===== config.mk =====
export PLATFORM = sky130hd
export DESIGN_NAME = tcw_alu
export DESIGN_NICKNAME = d
export VERILOG_FILES = /design/src/sv/tcw_pkg.sv /design/src/sv/tcw_alu.sv
export SDC_FILE = /design/constraint.sdc
export NUM_CORES = 1
export LEC_CHECK = 0
export BUFFER_PORTS_ARGS = -buffer_cell sky130_fd_sc_hd__clkbuf_2
export CAP_MARGIN = 15
export CORE_ASPECT_RATIO = 1.4
export CORE_UTILIZATION = 46
export DETAILED_ROUTE_END_ITERATION = 8
export PLACE_DENSITY = 0.85
export SYNTH_ARGS = -nofsm -noshare
export SYNTH_HDL_FRONTEND = slang
export SYNTH_SLANG_ARGS = --single-unit

===== constraint.sdc =====
create_clock -name vclk -period 3.8
set_clock_uncertainty 0.15 [all_clocks]
set_input_delay 0.57 -clock vclk [all_inputs]
set_output_delay 0.57 -clock vclk [all_outputs]
set_load 0.02 [all_outputs]

===== src/sv/tcw_pkg.sv =====
`timescale 1ns / 1ps

package tcw_pkg;

    localparam int DEF_COLUMNS   = 80;
    localparam int DEF_ROWS      = 25;
    localparam int CURSOR_STRIDE = 80;
    localparam int TAB_STEP      = 3;
    localparam int ALU_W         = 14;
    localparam int POS_W         = 11;
    localparam int CFG_W         = 4;

    typedef logic [ALU_W-1:0] t_alu_word;
    typedef logic [CFG_W-1:0] t_color;
    typedef logic [0:0]       t_cfg_index;

    localparam t_cfg_index CFG_FG = 1'b0;
    localparam t_cfg_index CFG_BG = 1'b1;

    localparam t_color FG_RESET = 4'd7;
    localparam t_color BG_RESET = 4'd0;

    localparam logic [1:0] OP_PUT   = 2'd0;
    localparam logic [1:0] OP_CLEAR = 2'd1;
    localparam logic [1:0] OP_READ  = 2'd2;

    localparam logic [7:0] CH_BS    = 8'd8;
    localparam logic [7:0] CH_TAB   = 8'd9;
    localparam logic [7:0] CH_NL    = 8'd10;
    localparam logic [7:0] CH_CR    = 8'd13;
    localparam logic [7:0] CH_SPACE = 8'd32;

    typedef struct packed {
        logic [1:0]  op;
        logic [7:0]  char_code;
        logic [10:0] cell_index;
    } t_in_item;

    typedef struct packed {
        logic [POS_W-1:0] cursor_position;
        logic [7:0]       cell_char;
        logic [7:0]       cell_attr;
    } t_out_item;

    typedef struct packed {
        t_alu_word a;
        t_alu_word b;
        logic      sub;
        t_alu_word lim;
    } t_alu_req;

    typedef struct packed {
        t_alu_word res;
        logic      ge;
    } t_alu_rsp;

    typedef enum logic [3:0] {
        S_IDLE,
        S_FOLD,
        S_ROWCHK,
        S_SCR_RD,
        S_SCR_WR,
        S_FILL,
        S_CHAR,
        S_ADV,
        S_READ,
        S_RDATA,
        S_PUSH
    } t_state;

endpackage


===== src/sv/tcw_alu.sv =====
`timescale 1ns / 1ps

module tcw_alu (
    input  tcw_pkg::t_alu_req i_req,
    output tcw_pkg::t_alu_rsp o_rsp
);

    always_comb begin
        o_rsp.res = i_req.sub ? (i_req.a - i_req.b) : (i_req.a + i_req.b);
        o_rsp.ge  = (i_req.a >= i_req.lim);
    end

endmodule


==> run metrics <==
outcome=finished, final reports clean; Final Critical Period=3.68 ns; # DRC=0; critical path startpoint category=primary input; Fill cells=230; post-CTS setup buffer count=0; worst min path class=in -> out; total congestion overflow=0; Total GRT Usage=roughly 22%; routed len/inst=11.3 um; Slew @ Worst Pin=0.343 ns; Flop pwr share=0%; Routed WL=2870 um; nets=293; Placed Cells=roughly 250; hold endpoint=o_rsp[1]; total power=361 uW; layout cells sized above 1=between 30% and 40%; syn nets=232; Die Height=61.5 um; Syn Std Cell Area=0.00116 sq mm; Net Sw Frac=57.9%; Net Sw Power=209 uW; die area=0.00274 sq mm; WP data arrival=slightly below 3 ns; max_cap viols=0; Worst Path Required=3.08 ns; hold wc startpoint=i_req[29]; fmax=between 0.2 and 0.3 GHz; port bufs=between 50 and 60; Pleak=0.857 nW; number of global-route vias before repair=approximately 1200; FFs & Latches=0; pin count of the biggest net entering global routing=15; Critical Path Sink Type=output port; post-synthesis sequential area ratio=0%; post_cts resized=0; Clk pwr share=0%; Routed Antenna Nets=0; CP peak stage delay=roughly 0.4 ns; Starting Density=about 49%; Register Area=0 sq um; Internal=about 150 uW; DR vias=1310; Place WS=0.115 ns; Peak VDD IR=0.000148 V; Routability Congestion=0.800; # IOs=58; Area Overhead vs Synth=30.8%; endpoints failing setup=0; Tcrit/Tclk final=96.8%; HPWL after detailed placement=2580 um; CLK BUF=0; First-pass DRT Iterations=4; # hold bufs at CTS=0; hold-critical path depth=5; setup ws final=0.123 ns; area of the multi-input gates=0.00110 sq mm; Gate Count Post-Synth=160; Synth top area share=30.1%; CP Max Fanout=5; Rows=21; Synth warnings=0; combinational power share=between 90% and 100%; pwr dens=237 mW/mm^2; max-slew violations=0; hold_ws=1.42 ns; slowest CP cell=ha_1; Placeable Area=approximately 0.0024 sq mm; CP Cell Sequence=clkbuf_2 -> inv_1 -> ha_1 -> a21oi_1 -> xnor2_1 -> ha_1 -> o2111ai_1 -> a31oi_1 -> a41oi_1 -> a21oi_1 -> xor2_1 -> clkbuf_2; vias per cell=5.18; Synth area leader=ha_1; starting DRC count in detailed routing=27; syn_area_per_cell=7.28 sq um; most common cell in the netlist=ha_1; first-pass GRT wire length=4660 um; top area cells in the synthesized netlist=ha_1 30%, xnor2_1 14%, inv_1 6.8%; WS Path Type=in -> out; Fin. Hold Viols=0; DIE WIDTH=44.5 um; Layout Cells excl Fill=approximately 250; initial antenna violation count=0; Slew HR=between 70% and 80%; ant diodes=0; Yosys cell types=35; top cells by count, synth=28 x ha_1, 21 x inv_1, 18 x xnor2_1
==> how the worst max path moves through the flow <==
stage          startpoint         to  slack (ns)  cells past startpoint
2_1_floorplan   i_req[14]  o_rsp[12]        0.51                      9
3_3_place_gp    i_req[16]  o_rsp[14]        0.12                     12
3_5_place_dp    i_req[16]  o_rsp[14]        0.11                     12
4_1_cts         i_req[16]  o_rsp[14]         0.1                     12
5_1_grt         i_req[15]  o_rsp[12]      -0.006                     12
6_report        i_req[15]  o_rsp[12]        0.12                     12
==> layer usage <==
| metal | part of all wire, % | track usage, % | vias up | wire (um) |
|---|---|---|---|---|
| met5 | 0 | 0 | - | 0 |
| li1 | - | - | 688 | - |
| met2 | 57 | 48.3 | 39 | 1630 |
| met4 | 0 | 0 | 0 | 0 |
| met1 | 39 | 23.2 | 583 | 1120 |
| met3 | 4.0 | 0.880 | 0 | 116 |
==> final cells by class <==
class              count  share of cell area [%]
inverters             21                    5.17
multi-input cells    138                    72.0
repair buffers        60                    20.0
well taps             34                    2.79
==> layout by cell type, fill, tap and decap left out, types with 2 or more instances in the layout <==
| cell | synthesis | layout |
|---|---|---|
| a21o_1 | 7 | 7 |
| inv_1 | 21 | 21 |
| nand2b_1 | 2 | 2 |
| o2111ai_1 | 2 | 2 |
| clkbuf_2 | 0 | 58 |
| o21bai_1 | 2 | 2 |
| nand2_1 | 6 | 6 |
| nor2_1 | 13 | 13 |
| nor4_1 | 2 | 2 |
| and3_1 | 2 | 2 |
| o21ai_1 | 3 | 3 |
| a21oi_1 | 13 | 12 |
| xor2_1 | 7 | 7 |
| a31oi_1 | 3 | 3 |
| ha_1 | 28 | 28 |
| nand3_1 | 2 | 2 |
| buf_4 | 0 | 2 |
| a21oi_2 | 1 | 2 |
| o21ai_0 | 6 | 6 |
| nor3_1 | 5 | 4 |
| o21a_1 | 2 | 2 |
| xnor2_1 | 18 | 18 |
==> power groups by stage <==
| stage | clock [mW] | sequential (mW) | combinational (mW) |
|---|---|---|---|
| after CTS | 0 | 0 | 0.358 |
| after global routing | 0 | 0 | 0.397 |
| after detailed placement | 0 | 0 | 0.356 |
| after floorplan | 0 | 0 | 0.246 |
| after global placement | 0 | 0 | 0.350 |
| final | 0 | 0 | 0.361 |
==> critical path, delay by kind of cell <==
kind	cells	cell delay, ns
buf+inv	3	0.36
compound gates	5	1.11
fa+ha+maj	2	0.63
xor+xnor	2	0.27
==> cells by family (layout without fill, tap and decap cells) <==
family / Yosys count / count (layout) / synth area share [%]
and+or+nand+nor: 37 / 37 / 15.4
AOI/OAI and AO/OA: 46 / 46 / 26.1
adders and majority gates: 29 / 29 / 31.8
muxes: 1 / 1 / 0.859
buffers and inverters: 22 / 81 / 7.09
xor gates and xnor gates: 25 / 25 / 18.8
==> stage by stage <==
step / setup TNS [ns] / util, % / area [sq um]
floorplan: 0 / - / 1160
global placement: 0 / 63.1 / 1510
detailed placement: 0 / 63.1 / 1510
CTS: 0 / 63.1 / 1510
global route: -0.00594 / 63.7 / 1520
finish: 0 / 63.7 / 1520
Note: power is estimated with default switching activity, not from simulation.
